==> config.mk <==
export PLATFORM = sky130hd
export DESIGN_NAME = window_frame_hit_test_top
export DESIGN_NICKNAME = d
export VERILOG_FILES = /design/src/design/wfht_pkg.sv /design/src/design/wfht_edges.sv /design/src/design/wfht_grid.sv /design/src/design/wfht_refine.sv /design/src/design/window_frame_hit_test_top.sv
export SDC_FILE = /design/constraint.sdc
export NUM_CORES = 1
export LEC_CHECK = 0
export ABC_CLOCK_PERIOD_IN_PS = 6000
export CAP_MARGIN = 20
export CORE_MARGIN = 2
export CORE_UTILIZATION = 30
export DETAILED_ROUTE_END_ITERATION = 6
export DONT_BUFFER_PORTS = 1
export REMOVE_ABC_BUFFERS = 1
export SETUP_SLACK_MARGIN = 0.3
export SYNTH_ARGS = -nofsm -noshare
export SYNTH_HDL_FRONTEND = slang
export SYNTH_SLANG_ARGS = --single-unit
==> constraint.sdc <==
create_clock -name clk -period 6 [get_ports clk]
set_input_delay 0.3 -clock clk [delete_from_list [all_inputs] [get_ports clk]]
set_output_delay 0.3 -clock clk [all_outputs]
set_load 0.005 [all_outputs]
==> src/design/wfht_pkg.sv <==
package wfht_pkg;

    typedef enum logic [3:0] {
        HIT_NOWHERE     = 4'd0,
        HIT_CLIENT      = 4'd1,
        HIT_CAPTION     = 4'd2,
        HIT_LEFT        = 4'd3,
        HIT_RIGHT       = 4'd4,
        HIT_TOP         = 4'd5,
        HIT_TOPLEFT     = 4'd6,
        HIT_TOPRIGHT    = 4'd7,
        HIT_BOTTOM      = 4'd8,
        HIT_BOTTOMLEFT  = 4'd9,
        HIT_BOTTOMRIGHT = 4'd10,
        HIT_BORDER      = 4'd11
    } hit_t;

    typedef enum logic [1:0] {
        REG_RESIZE_X = 2'd0,
        REG_RESIZE_Y = 2'd1,
        REG_CORNER_X = 2'd2,
        REG_CORNER_Y = 2'd3
    } cfg_reg_t;

    localparam int FLAG_CAPTION    = 0;
    localparam int FLAG_FIXED      = 1;
    localparam int FLAG_RSZ_LEFT   = 2;
    localparam int FLAG_RSZ_TOP    = 3;
    localparam int FLAG_RSZ_RIGHT  = 4;
    localparam int FLAG_RSZ_BOTTOM = 5;
    localparam int FLAG_LEFT_ZERO  = 6;

    localparam logic [7:0] RESIZE_MARGIN_RST = 8'd10;
    localparam logic [7:0] CORNER_EXTENT_RST = 8'd17;

    typedef struct packed {
        logic [7:0] resize_x;
        logic [7:0] resize_y;
        logic [7:0] corner_x;
        logic [7:0] corner_y;
    } cfg_t;

    typedef struct packed {
        logic signed [15:0] left;
        logic signed [15:0] top;
        logic signed [15:0] right;
        logic signed [15:0] bottom;
        logic signed [15:0] x;
        logic signed [15:0] y;
        logic [11:0]        m_left;
        logic [11:0]        m_right;
        logic [11:0]        m_top;
        logic [11:0]        m_bottom;
        logic [6:0]         flags;
    } query_t;

    typedef struct packed {
        logic left;
        logic right;
        logic top;
        logic bottom;
    } side_set_t;

    typedef struct packed {
        logic      in_rect;
        side_set_t grid;
        side_set_t rsz;
        side_set_t crn;
    } edge_hits_t;

    // p <= e + m
    function automatic logic at_or_before(logic signed [15:0] p, logic signed [15:0] e,
                                          logic [11:0] m);
        logic signed [17:0] lim;
        logic signed [17:0] pw;
        lim = $signed({{2{e[15]}}, e}) + $signed({6'd0, m});
        pw  = $signed({{2{p[15]}}, p});
        return pw <= lim;
    endfunction

    // p >= e - m
    function automatic logic at_or_after(logic signed [15:0] p, logic signed [15:0] e,
                                         logic [11:0] m);
        logic signed [17:0] lim;
        logic signed [17:0] pw;
        lim = $signed({{2{e[15]}}, e}) - $signed({6'd0, m});
        pw  = $signed({{2{p[15]}}, p});
        return pw >= lim;
    endfunction

endpackage

==> src/design/wfht_edges.sv <==
module wfht_edges
(
    input  wfht_pkg::query_t     q,
    input  wfht_pkg::cfg_t       cfg,
    output wfht_pkg::edge_hits_t eh
);

    logic [11:0] rx;
    logic [11:0] ry;
    logic [11:0] cx;
    logic [11:0] cy;

    assign rx = {4'd0, cfg.resize_x};
    assign ry = {4'd0, cfg.resize_y};
    assign cx = {4'd0, cfg.corner_x};
    assign cy = {4'd0, cfg.corner_y};

    always_comb
    begin
        eh.in_rect = (q.x >= q.left) && (q.x < q.right) && (q.y >= q.top) && (q.y < q.bottom);

        eh.grid.left   = wfht_pkg::at_or_before(q.x, q.left, q.m_left);
        eh.grid.right  = wfht_pkg::at_or_after(q.x, q.right, q.m_right);
        eh.grid.top    = wfht_pkg::at_or_before(q.y, q.top, q.m_top);
        eh.grid.bottom = wfht_pkg::at_or_after(q.y, q.bottom, q.m_bottom);

        eh.rsz.left    = wfht_pkg::at_or_before(q.x, q.left, rx);
        eh.rsz.right   = wfht_pkg::at_or_after(q.x, q.right, rx);
        eh.rsz.top     = wfht_pkg::at_or_before(q.y, q.top, ry);
        eh.rsz.bottom  = wfht_pkg::at_or_after(q.y, q.bottom, ry);

        eh.crn.left    = wfht_pkg::at_or_before(q.x, q.left, cx);
        eh.crn.right   = wfht_pkg::at_or_after(q.x, q.right, cx);
        eh.crn.top     = wfht_pkg::at_or_before(q.y, q.top, cy);
        eh.crn.bottom  = wfht_pkg::at_or_after(q.y, q.bottom, cy);
    end

endmodule

==> src/design/wfht_grid.sv <==
module wfht_grid
(
    input  wfht_pkg::side_set_t grid,
    input  logic [11:0]         m_left,
    input  logic [11:0]         m_right,
    input  logic                left_zero_chk,
    output wfht_pkg::hit_t      grid_code
);

    logic skip_left;

    assign skip_left = left_zero_chk && (m_left == 12'd0) && (m_right != 12'd0);

    always_comb
    begin
        if (!skip_left && grid.left)
        begin
            grid_code = grid.top ? wfht_pkg::HIT_TOPLEFT :
                        (grid.bottom ? wfht_pkg::HIT_BOTTOMLEFT : wfht_pkg::HIT_LEFT);
        end
        else if (grid.right)
        begin
            grid_code = grid.top ? wfht_pkg::HIT_TOPRIGHT :
                        (grid.bottom ? wfht_pkg::HIT_BOTTOMRIGHT : wfht_pkg::HIT_RIGHT);
        end
        else if (grid.top)
        begin
            grid_code = wfht_pkg::HIT_TOP;
        end
        else if (grid.bottom)
        begin
            grid_code = wfht_pkg::HIT_BOTTOM;
        end
        else
        begin
            grid_code = wfht_pkg::HIT_CLIENT;
        end
    end

endmodule

==> src/design/wfht_refine.sv <==
module wfht_refine
(
    input  wfht_pkg::hit_t       grid_code,
    input  wfht_pkg::edge_hits_t eh,
    input  logic [6:0]           flags,
    output wfht_pkg::hit_t       hit
);

    function automatic wfht_pkg::hit_t corner_of(logic left, logic top);
        if (top)
        begin
            return left ? wfht_pkg::HIT_TOPLEFT : wfht_pkg::HIT_TOPRIGHT;
        end
        return left ? wfht_pkg::HIT_BOTTOMLEFT : wfht_pkg::HIT_BOTTOMRIGHT;
    endfunction

    // in both bands -> corner; in one band -> corner if the other axis is
    // within the corner extent, else that side; in neither band -> miss
    function automatic wfht_pkg::hit_t corner_test(logic xin, logic yin, logic xc, logic yc,
                                                   wfht_pkg::hit_t corner,
                                                   wfht_pkg::hit_t xs, wfht_pkg::hit_t ys,
                                                   wfht_pkg::hit_t miss);
        wfht_pkg::hit_t r;
        if (xin && yin)
        begin
            r = corner;
        end
        else if (xin)
        begin
            r = yc ? corner : xs;
        end
        else if (yin)
        begin
            r = xc ? corner : ys;
        end
        else
        begin
            r = miss;
        end
        return r;
    endfunction

    logic is_left;
    logic is_right;
    logic is_top;
    logic is_bottom;
    logic xr;
    logic xc;
    logic yr;
    logic yc;
    logic en_x;
    logic en_y;
    logic en_l;
    logic en_r;
    logic en_t;
    logic en_b;
    wfht_pkg::hit_t xs;
    wfht_pkg::hit_t ys;
    wfht_pkg::hit_t miss;
    wfht_pkg::hit_t r_xt;
    wfht_pkg::hit_t r_xb;
    wfht_pkg::hit_t r_yl;
    wfht_pkg::hit_t r_yr;
    wfht_pkg::hit_t r_xy;
    wfht_pkg::hit_t refined;

    always_comb
    begin
        is_left   = (grid_code == wfht_pkg::HIT_LEFT) || (grid_code == wfht_pkg::HIT_TOPLEFT) ||
                    (grid_code == wfht_pkg::HIT_BOTTOMLEFT);
        is_right  = (grid_code == wfht_pkg::HIT_RIGHT) || (grid_code == wfht_pkg::HIT_TOPRIGHT) ||
                    (grid_code == wfht_pkg::HIT_BOTTOMRIGHT);
        is_top    = (grid_code == wfht_pkg::HIT_TOP) || (grid_code == wfht_pkg::HIT_TOPLEFT) ||
                    (grid_code == wfht_pkg::HIT_TOPRIGHT);
        is_bottom = (grid_code == wfht_pkg::HIT_BOTTOM) ||
                    (grid_code == wfht_pkg::HIT_BOTTOMLEFT) ||
                    (grid_code == wfht_pkg::HIT_BOTTOMRIGHT);

        en_l = flags[wfht_pkg::FLAG_RSZ_LEFT];
        en_r = flags[wfht_pkg::FLAG_RSZ_RIGHT];
        en_t = flags[wfht_pkg::FLAG_RSZ_TOP];
        en_b = flags[wfht_pkg::FLAG_RSZ_BOTTOM];

        xr   = is_left ? eh.rsz.left : eh.rsz.right;
        xc   = is_left ? eh.crn.left : eh.crn.right;
        en_x = is_left ? en_l : en_r;
        yr   = is_top ? eh.rsz.top : eh.rsz.bottom;
        yc   = is_top ? eh.crn.top : eh.crn.bottom;
        en_y = is_top ? en_t : en_b;
        xs   = is_left ? wfht_pkg::HIT_LEFT : wfht_pkg::HIT_RIGHT;
        ys   = is_top ? wfht_pkg::HIT_TOP : wfht_pkg::HIT_BOTTOM;
        miss = (is_top && flags[wfht_pkg::FLAG_CAPTION]) ? wfht_pkg::HIT_CAPTION :
                                                           wfht_pkg::HIT_BORDER;

        r_xt = corner_test(xr, eh.rsz.top, xc, eh.crn.top, corner_of(is_left, 1'b1),
                           xs, wfht_pkg::HIT_TOP, miss);
        r_xb = corner_test(xr, eh.rsz.bottom, xc, eh.crn.bottom, corner_of(is_left, 1'b0),
                           xs, wfht_pkg::HIT_BOTTOM, miss);
        r_yl = corner_test(eh.rsz.left, yr, eh.crn.left, yc, corner_of(1'b1, is_top),
                           wfht_pkg::HIT_LEFT, ys, miss);
        r_yr = corner_test(eh.rsz.right, yr, eh.crn.right, yc, corner_of(1'b0, is_top),
                           wfht_pkg::HIT_RIGHT, ys, miss);
        r_xy = corner_test(xr, yr, xc, yc, corner_of(is_left, is_top), xs, ys, miss);

        refined = wfht_pkg::HIT_BORDER;
        if ((is_left || is_right) && (is_top || is_bottom))
        begin
            if (en_x && en_y)
            begin
                refined = r_xy;
            end
            else if (en_y)
            begin
                refined = yr ? ys : miss;
            end
            else if (en_x)
            begin
                refined = xr ? xs : miss;
            end
            else
            begin
                refined = miss;
            end
        end
        else if (is_left || is_right)
        begin
            if (!en_x)
            begin
                refined = miss;
            end
            else if (en_t && (r_xt != grid_code))
            begin
                refined = r_xt;
            end
            else if (en_b && (r_xb != grid_code))
            begin
                refined = r_xb;
            end
            else
            begin
                refined = xr ? xs : miss;
            end
        end
        else if (is_top || is_bottom)
        begin
            if (!en_y)
            begin
                refined = miss;
            end
            else if (en_l && (r_yl != grid_code))
            begin
                refined = r_yl;
            end
            else if (en_r && (r_yr != grid_code))
            begin
                refined = r_yr;
            end
            else
            begin
                refined = yr ? ys : miss;
            end
        end

        if (!eh.in_rect)
        begin
            hit = wfht_pkg::HIT_NOWHERE;
        end
        else if (grid_code == wfht_pkg::HIT_CLIENT)
        begin
            hit = wfht_pkg::HIT_CLIENT;
        end
        else if (|flags[wfht_pkg::FLAG_RSZ_BOTTOM:wfht_pkg::FLAG_RSZ_LEFT])
        begin
            hit = refined;
        end
        else if (flags[wfht_pkg::FLAG_CAPTION] || flags[wfht_pkg::FLAG_FIXED])
        begin
            hit = (is_top && flags[wfht_pkg::FLAG_CAPTION]) ? wfht_pkg::HIT_CAPTION :
                                                             wfht_pkg::HIT_BORDER;
        end
        else
        begin
            hit = grid_code;
        end
    end

endmodule

==> src/design/window_frame_hit_test_top.sv <==
// Path: the start beat is captured in the input register, then hit_code
// and done are loaded from it into the result register.
// Throughput: one query per cycle; busy is never asserted.
// The result beat lasts one cycle and cannot be stalled.
// Reset (rst_n low, asynchronous) clears the pipeline valids and loads the
// resize margins with 10 and the corner extents with 17.
module window_frame_hit_test_top
(
    input  logic               clk,
    input  logic               rst_n,
    input  logic               start,
    output logic               busy,
    input  logic signed [15:0] rect_left,
    input  logic signed [15:0] rect_top,
    input  logic signed [15:0] rect_right,
    input  logic signed [15:0] rect_bottom,
    input  logic signed [15:0] point_x,
    input  logic signed [15:0] point_y,
    input  logic [11:0]        margin_left,
    input  logic [11:0]        margin_right,
    input  logic [11:0]        margin_top,
    input  logic [11:0]        margin_bottom,
    input  logic [6:0]         border_flags,
    input  logic               cfg_we,
    input  logic [1:0]         cfg_index,
    input  logic [7:0]         cfg_data,
    output logic               done,
    output logic [3:0]         hit_code
);

    wfht_pkg::cfg_t       cfg_reg;
    wfht_pkg::query_t     query_reg;
    logic                 in_valid_reg;
    logic                 done_reg;
    wfht_pkg::hit_t       hit_code_reg;
    wfht_pkg::edge_hits_t eh;
    wfht_pkg::hit_t       grid_code;
    wfht_pkg::hit_t       hit_next;

    assign busy = 1'b0;

    always_ff @(posedge clk or negedge rst_n)
    begin
        if (!rst_n)
        begin
            cfg_reg.resize_x <= wfht_pkg::RESIZE_MARGIN_RST;
            cfg_reg.resize_y <= wfht_pkg::RESIZE_MARGIN_RST;
            cfg_reg.corner_x <= wfht_pkg::CORNER_EXTENT_RST;
            cfg_reg.corner_y <= wfht_pkg::CORNER_EXTENT_RST;
        end
        else if (cfg_we)
        begin
            unique case (wfht_pkg::cfg_reg_t'(cfg_index))
                wfht_pkg::REG_RESIZE_X: cfg_reg.resize_x <= cfg_data;
                wfht_pkg::REG_RESIZE_Y: cfg_reg.resize_y <= cfg_data;
                wfht_pkg::REG_CORNER_X: cfg_reg.corner_x <= cfg_data;
                wfht_pkg::REG_CORNER_Y: cfg_reg.corner_y <= cfg_data;
                default: ;
            endcase
        end
    end

    always_ff @(posedge clk or negedge rst_n)
    begin
        if (!rst_n)
        begin
            in_valid_reg <= 1'b0;
            done_reg     <= 1'b0;
        end
        else
        begin
            in_valid_reg <= start && !busy;
            done_reg     <= in_valid_reg;
        end
    end

    always_ff @(posedge clk)
    begin
        if (start && !busy)
        begin
            query_reg.left     <= rect_left;
            query_reg.top      <= rect_top;
            query_reg.right    <= rect_right;
            query_reg.bottom   <= rect_bottom;
            query_reg.x        <= point_x;
            query_reg.y        <= point_y;
            query_reg.m_left   <= margin_left;
            query_reg.m_right  <= margin_right;
            query_reg.m_top    <= margin_top;
            query_reg.m_bottom <= margin_bottom;
            query_reg.flags    <= border_flags;
        end
        if (in_valid_reg)
        begin
            hit_code_reg <= hit_next;
        end
    end

    wfht_edges u_edges
    (
        .q   (query_reg),
        .cfg (cfg_reg),
        .eh  (eh)
    );

    wfht_grid u_grid
    (
        .grid          (eh.grid),
        .m_left        (query_reg.m_left),
        .m_right       (query_reg.m_right),
        .left_zero_chk (query_reg.flags[wfht_pkg::FLAG_LEFT_ZERO]),
        .grid_code     (grid_code)
    );

    wfht_refine u_refine
    (
        .grid_code (grid_code),
        .eh        (eh),
        .flags     (query_reg.flags),
        .hit       (hit_next)
    );

    assign done     = done_reg;
    assign hit_code = hit_code_reg;

`ifndef SYNTHESIS
    a_done_after_accept: assert property (@(posedge clk) disable iff (!rst_n)
        (start && !busy) |=> ##1 done)
        else $error("accepted beat gave no result");

    a_done_has_source: assert property (@(posedge clk) disable iff (!rst_n)
        done |-> $past(in_valid_reg))
        else $error("result beat without a query");

    a_nowhere_iff_outside: assert property (@(posedge clk) disable iff (!rst_n)
        done |-> ((hit_code == wfht_pkg::HIT_NOWHERE) == !$past(eh.in_rect)))
        else $error("nowhere code does not match rectangle test");

    a_client_from_grid: assert property (@(posedge clk) disable iff (!rst_n)
        (done && (hit_code == wfht_pkg::HIT_CLIENT)) |->
        ($past(grid_code) == wfht_pkg::HIT_CLIENT))
        else $error("client code without client grid cell");

    a_caption_needs_flag: assert property (@(posedge clk) disable iff (!rst_n)
        (done && (hit_code == wfht_pkg::HIT_CAPTION)) |->
        $past(query_reg.flags[wfht_pkg::FLAG_CAPTION]))
        else $error("caption code without caption flag");
`endif

endmodule
## Yosys cells after proc, flatten, opt, wreduce, memory -nomap -nowiden

Index checks and enable logic that the tools add are counted.

- $add $sub $neg: 12
- Order comparisons: 16
- Equal/unequal tests: 16
- Muxes and demuxes: 68
- Bitwise operators: 1
- Reduce and logical (&&, ||, !) cells: 39

Operators with widths:

| kind | count |
|---|---|
| two-way mux 4 bit | 57 |
| >= comparator 16 x 17 -> 1 bit | 6 |
| <= comparator 16 x 17 -> 1 bit | 6 |
| adder 16 x 9 -> 17 bit | 4 |
| subtractor 16 x 9 -> 17 bit | 4 |
| adder 16 x 13 -> 17 bit | 2 |
| subtractor 16 x 13 -> 17 bit | 2 |
| >= comparator 16 bit | 2 |
| < comparator 16 bit | 2 |
| logical AND 1 bit | 18 |
| equality test 4 x 3 -> 1 bit (second input constant) | 4 |
| inequality test 4 bit | 4 |
| equality test 4 bit (second input constant) | 3 |
| logical NOT 12 bit | 1 |
| nonzero test 12 bit | 1 |
| logical OR 1 bit | 11 |
| two-way mux 1 bit | 9 |
| AND reduction 2 bit | 4 |
| equality test 2 bit (second input constant) | 2 |
| equality test 4 x 1 -> 1 bit (second input constant) | 1 |
| equality test 4 x 2 -> 1 bit (second input constant) | 1 |
| OR reduction 4 bit | 1 |
| two-way mux 3 bit | 1 |
| equality test 2 x 1 -> 1 bit (second input constant) | 1 |
| 5 further kinds | 5 |

- Bits in registers: 189
- Input port bits: 165
- Output and inout port bits: 6
- Logic and storage cells: 171

## Depth between registers and ports, before layout

- Depth in word-level cells: 25
- Mapped depth: 31
- Mapped depth without buffers: 30

## Cells and area by module

From an unflattened synthesis, not the netlist that was laid out.

- Cell total of the unflattened synthesis: 2231
- Area total of the unflattened synthesis: 20637.3 µm²

By module, submodules not included:

| module | instances | cells an instance | area each (µm²) | seq. area each (µm²) |
|---|---|---|---|---|
| wfht_edges | 1 | 1675 | 12575.8 | 0.0 |
| window_frame_hit_test_top | 1 | 227 | 5938.2 | 5515.3 |
| wfht_refine | 1 | 307 | 1983.2 | 0.0 |
| wfht_grid | 1 | 22 | 140.1 | 0.0 |

## Least setup slack after synthesis

Ideal clock, no wire load.

- Path type: reg-to-reg
- From: register query_reg[136] (netlist bit)
- To: register hit_code_reg[3], in the netlist hit_code[3], data pin
- Library setup time: 0.259 ns
- Arrival time: 5.483 ns
- Required time: 5.741 ns
- Setup slack: 0.258 ns
- Cell stages (with the launch flop): 29
- Path buffers: 1
- Period minus slack after synthesis: 5.742 ns
- Cells stage by stage: edfxtp_1 -> ha_1 -> a21o_1 -> a21oi_1 -> o21ai_0 -> a21oi_1 -> o21ai_0 -> a21oi_1 -> o21ai_0 -> a21oi_1 -> o21ai_0 -> and2_1 -> o2111ai_1 -> xnor2_1 -> ha_1 -> a211oi_1 -> o211ai_1 -> a31oi_1 -> o221a_4 -> inv_4 -> buf_2 -> ha_1 -> a2bb2oi_1 -> o211ai_1 -> xnor2_1 -> or3_1 -> a31oi_1 -> nor3_1 -> o31a_1

- Word-level cells in the longest chain between the ends: 22

Ends and longest elaborated chain:

| what | RTL line | source |
|---|---|---|
| start, declared | window_frame_hit_test_top.sv:32 | `wfht_pkg::query_t query_reg;` |
| adder 16 x 13 -> 17 bit | wfht_pkg.sv:76 | `lim = $signed({{2{e[15]}}, e}) + $signed({6'd0, m});` |
| <= comparator 16 x 17 -> 1 bit | wfht_pkg.sv:78 | `return pw <= lim;` |
| logical AND 1 bit | wfht_grid.sv:16 | `if (!skip_left && grid.left)` |
| two-way mux 4 bit | wfht_grid.sv:16 |  |
| equality test 4 x 3 -> 1 bit, on equally long branches | wfht_refine.sv:73, wfht_refine.sv:69 |  |
| logical OR 1 bit (2 in a row) | wfht_refine.sv:73 | `is_top = (grid_code == wfht_pkg::HIT_TOP) \|\| (grid_code == wfht_pkg::HIT_TOPLEFT) \|\|` |
| two-way mux 1 bit | wfht_refine.sv:10 | `if (top)` |
| two-way mux 4 bit | wfht_refine.sv:14 | `return left ? wfht_pkg::HIT_BOTTOMLEFT : wfht_pkg::HIT_BOTTOMRIGHT;` |
| (+5 left out) | n/a |  |
| logical AND 1 bit | wfht_refine.sv:154 | `else if (en_r && (r_yr != grid_code))` |
| two-way mux 4 bit | wfht_refine.sv:154 |  |
| two-way mux 4 bit | wfht_refine.sv:150 | `else if (en_l && (r_yl != grid_code))` |
| two-way mux 4 bit | wfht_refine.sv:146 | `if (!en_y)` |
| two-way mux 4 bit | wfht_refine.sv:144 | `else if (is_top \|\| is_bottom)` |
| two-way mux 4 bit | wfht_refine.sv:125 | `else if (is_left \|\| is_right)` |
| two-way mux 4 bit | wfht_refine.sv:106 | `if ((is_left \|\| is_right) && (is_top \|\| is_bottom))` |
| two-way mux 4 bit | wfht_refine.sv:172 | `else if (\|flags[wfht_pkg::FLAG_RSZ_BOTTOM:wfht_pkg::FLAG_RSZ_LEFT])` |
| end signal, assigned | window_frame_hit_test_top.sv:95 | `hit_code_reg <= hit_next;` |
| end, declared | window_frame_hit_test_top.sv:35 | `wfht_pkg::hit_t hit_code_reg;` |

Several ways; a longest one is shown, not always the timed one.
A chain may end at the register's enable or synchronous reset.

## Worst setup path after layout

- From: register query_reg[119] (netlist bit)
- To: register hit_code_reg[0], in the netlist hit_code[0], data pin

- Word-level cells in the longest chain between the ends: 24

Ends and longest elaborated chain:

| what | RTL line | source |
|---|---|---|
| adder 16 x 13 -> 17 bit | wfht_pkg.sv:76 |  |
| <= comparator 16 x 17 -> 1 bit | wfht_pkg.sv:78 |  |
| two-way mux 4 bit, on equally long branches | wfht_grid.sv:26, wfht_grid.sv:23 |  |
| two-way mux 4 bit | wfht_grid.sv:21 | `else if (grid.right)` |
| two-way mux 4 bit | wfht_grid.sv:16 |  |
| equality test 4 x 3 -> 1 bit, on equally long branches | wfht_refine.sv:73, wfht_refine.sv:69 |  |
| logical OR 1 bit (2 in a row) | wfht_refine.sv:73 |  |
| two-way mux 1 bit | wfht_refine.sv:10 |  |
| (+7 left out) | n/a |  |
| two-way mux 4 bit | wfht_refine.sv:154 |  |
| two-way mux 4 bit | wfht_refine.sv:150 |  |
| two-way mux 4 bit | wfht_refine.sv:146 |  |
| two-way mux 4 bit | wfht_refine.sv:144 |  |
| two-way mux 4 bit | wfht_refine.sv:125 |  |
| two-way mux 4 bit | wfht_refine.sv:106 |  |
| two-way mux 4 bit | wfht_refine.sv:172 |  |
| two-way mux 1 bit | wfht_refine.sv:168 | `else if (grid_code == wfht_pkg::HIT_CLIENT)` |

Several ways; a longest one is shown, not always the timed one. The select of a mux whose other input is x is not followed.

==> metrics.txt <==
Max rail drop VDD around 0.23 mV; Setup Skew 0.0176 ns; CTS tree done; fin nets 2997; hold_ws approximately 0.064 ns; TritonCTS Sinks about 190; root buf cell clkbuf_16; CP Capture Type flop; io pins 171; initial core utilization 30.2%; outcome completed; RSZ-0062 raised after global routing true; DPL Wire Length between 40 and 50 mm; Critical Path Slowest Stage Cell or4_1; port bufs 0; Inst Count DP slightly above 3000; post-DR vias/cell 5.19; Initial DRC Count 996; DR WL/cell about 19 µm; Yosys reg bits between 150 and 200; pin count of the biggest net entering global routing roughly 150; Hold Path Class input pin to flop; Slew @ Worst Pin 1.05 ns; drt first pass iters 7; Tcrit/Tclk final between 90% and 100%; number of flops mapped to enable cells by yosys about 160; total number of vias 17100; H-tree depth 4; Finished Layout Cells about 3300; area grow syn2layout 31.8%; critical-path maximum fanout 7; initial antenna violation count 2; P_sw around 2.8 mW; first-pass GRT wire length around 97 mm; final instance area around 25000 µm²; synthesized area 19000 µm²; Achievable Freq 168 MHz; post-synthesis cell type count 86; Skew-Pair Late Insertion Delay roughly 0.51 ns; ys flop type edfxtp_1; critical path type flop to flop; TritonCTS Buffers 17; final wirelength roughly 63 mm; Worst EP required approximately 6.4 ns; Final Wtd Congestion ~0.87; most common cell in the netlist ha_1; syn_area_per_cell about 9.3 µm²; Async SR Flop Fraction roughly 18%; cell taking the most area after synthesis ha_1; post-route antenna net violation count 0; Overall Power 6.85 mW; combinational share of power a little under three fifths; Worst setup SP type flop; Seq/Total Area, Yosys approximately 29%; Total Routing Usage GR 19.2%; # rows 92; synthesized netlist cell count 2031; Clk network pwr share between 10% and 20%; DIE WIDTH ~260 µm; CTS clk-pin slew, worst paths about 0.080 ns; main area contributors after synthesis ha_1 25%, edfxtp_1 25%, xnor2_1 6.8%, inv_1 4.8%, a21oi_1 4.6%; Internal 4.04 mW; Placed Area roughly 22000 µm²; ratio of cells with drive above 1 in the final layout ~20%; Synth top area share between 20% and 30%; final critical-path required period 5.95 ns; Crit path largest cell delay 0.54 ns; leakage between 10 and 15 nW; vias in the first global route 18400; die footprint 65300 µm²; DRC 0; WP data arrival ~6.3 ns; sequential share of power about a quarter; # Max-Cap Violations 0; Core ar. approximately 63000 µm²; Synth warnings 0; global route total overflow 0; Rel. slew slack between 20% and 30%; PwrDens about 270 nW/µm²; max reg flops 151; Sw Ratio about 41%; Final Slew Violations 0; clk buf depth 2; Hold Vio Cnt, Final 0; final setup TNS 0 ns; synth cell count leaders 383 x ha_1, 244 x inv_1, 176 x a21oi_1; die height 255 µm; Final Setup Violations 0
[worst paths after layout]
path	startpoint	slack (ns)	depth (start not counted)	endpoint
max in group asynchronous	rst_n	5.48	2	cfg_reg[4]$_DFFE_PN1P_
hold / removal	cfg_index[0]	0.06	3	cfg_reg[25]$_DFFE_PN1P_
hold reg to reg	cfg_reg[27]$_DFFE_PN1P_	0.53	2	cfg_reg[27]$_DFFE_PN1P_
setup reg to reg	query_reg[119]$_DFFE_PP_	0.05	30	hit_code[0]$_SDFFCE_PN0P_
setup / recovery	query_reg[119]$_DFFE_PP_	0.05	30	hit_code[0]$_SDFFCE_PN0P_
min in group asynchronous	rst_n	0.26	2	cfg_reg[7]$_DFFE_PN0P_
[what timing repair did]
action / 4_1_cts / 5_1_grt
setup endpoints to repair: 4 / 4
gates resized for setup: 147 / 90
hold endpoints to repair: 369 / 0
gates cloned: 0 / 0
pin swaps: 68 / 45
setup buffers: 33 / 10
hold buffers: 162 / 0
[final cells by class]
type / count / area [µm²]
clock inverter: 15 / 180
inverter: 246 / 928
fill: 6150 / 37800
clock buffer: 17 / 425
timing repair buffer: 418 / 3640
antenna: 1 / 2.50
tap: 846 / 1060
sequential: 189 / 5520
multi-input combinational: 1565 / 13300
[power by group through the flow]
stage	Combinational [mW]	Sequential, mW	Clock, mW
6_report	3.85	1.78	1.21
5_1_grt	4.25	1.80	1.30
4_1_cts	3.67	1.78	1.26
3_5_place_dp	3.29	1.80	0
3_3_place_gp	3.17	1.80	0
2_1_floorplan	2.12	1.71	0
[per-stage QoR]
| stage | setup WS (ns) | util, % |
|---|---|---|
| global route | -0.229 | 39.8 |
| finish | 0.0485 | 39.8 |
| detailed placement | -0.959 | 34.3 |
| floorplan | 0.268 | - |
| global placement | -0.714 | 34.3 |
| CTS | 0.121 | 39.1 |
[layer usage]
layer | vias to the layer above | wire length [µm] | track usage, %
met3 | 104 | 2490 | 2.97
met5 | - | 0 | 0
met2 | 433 | 32100 | 34.5
met4 | 0 | 2150 | 7.96
li1 | 8256 | - | -
met1 | 8328 | 26500 | 22.5
[layout by cell type (no fill, tap or decap), types with 30 or more instances in the layout]
| cell type | instances |
|---|---|
| dlygate4sd3_1 | 160 |
| buf_4 | 243 |
| a21o_1 | 35 |
| o21ai_1 | 32 |
| ha_1 | 377 |
| edfxtp_1 | 155 |
| a21oi_2 | 33 |
| nand4_1 | 48 |
| inv_1 | 241 |
| o21bai_1 | 35 |
| xnor2_1 | 145 |
| a21oi_1 | 144 |
| nand2_1 | 114 |
| nand3_1 | 50 |
| nor2_1 | 77 |
| o21ai_0 | 76 |
| nor3_1 | 30 |
[worst max-delay path: cells and delay by family (launching register included)]
family / cells / cell delay (ns)
and+or+nand+nor: 6 / 1.32
adders and majority gates: 3 / 0.72
DFF: 1 / 0.42
buffers and inverters: 4 / 0.51
muxes: 1 / 0.12
xor gates and xnor gates: 1 / 0.21
AOI/OAI and AO/OA: 15 / 2.50
[cell families after synthesis]
logic type,count (synthesis),share of synthesized area (%)
AOI/OAI and AO/OA,517,17.3
and+or+nand+nor,456,12.0
adders and majority gates,395,26.5
buffers and inverters,277,5.56
DFF,189,29.1
xor gates and xnor gates,161,7.43
muxes,35,2.03
other,1,0.0198
No activity file was read; power rests on OpenSTA's default activity.
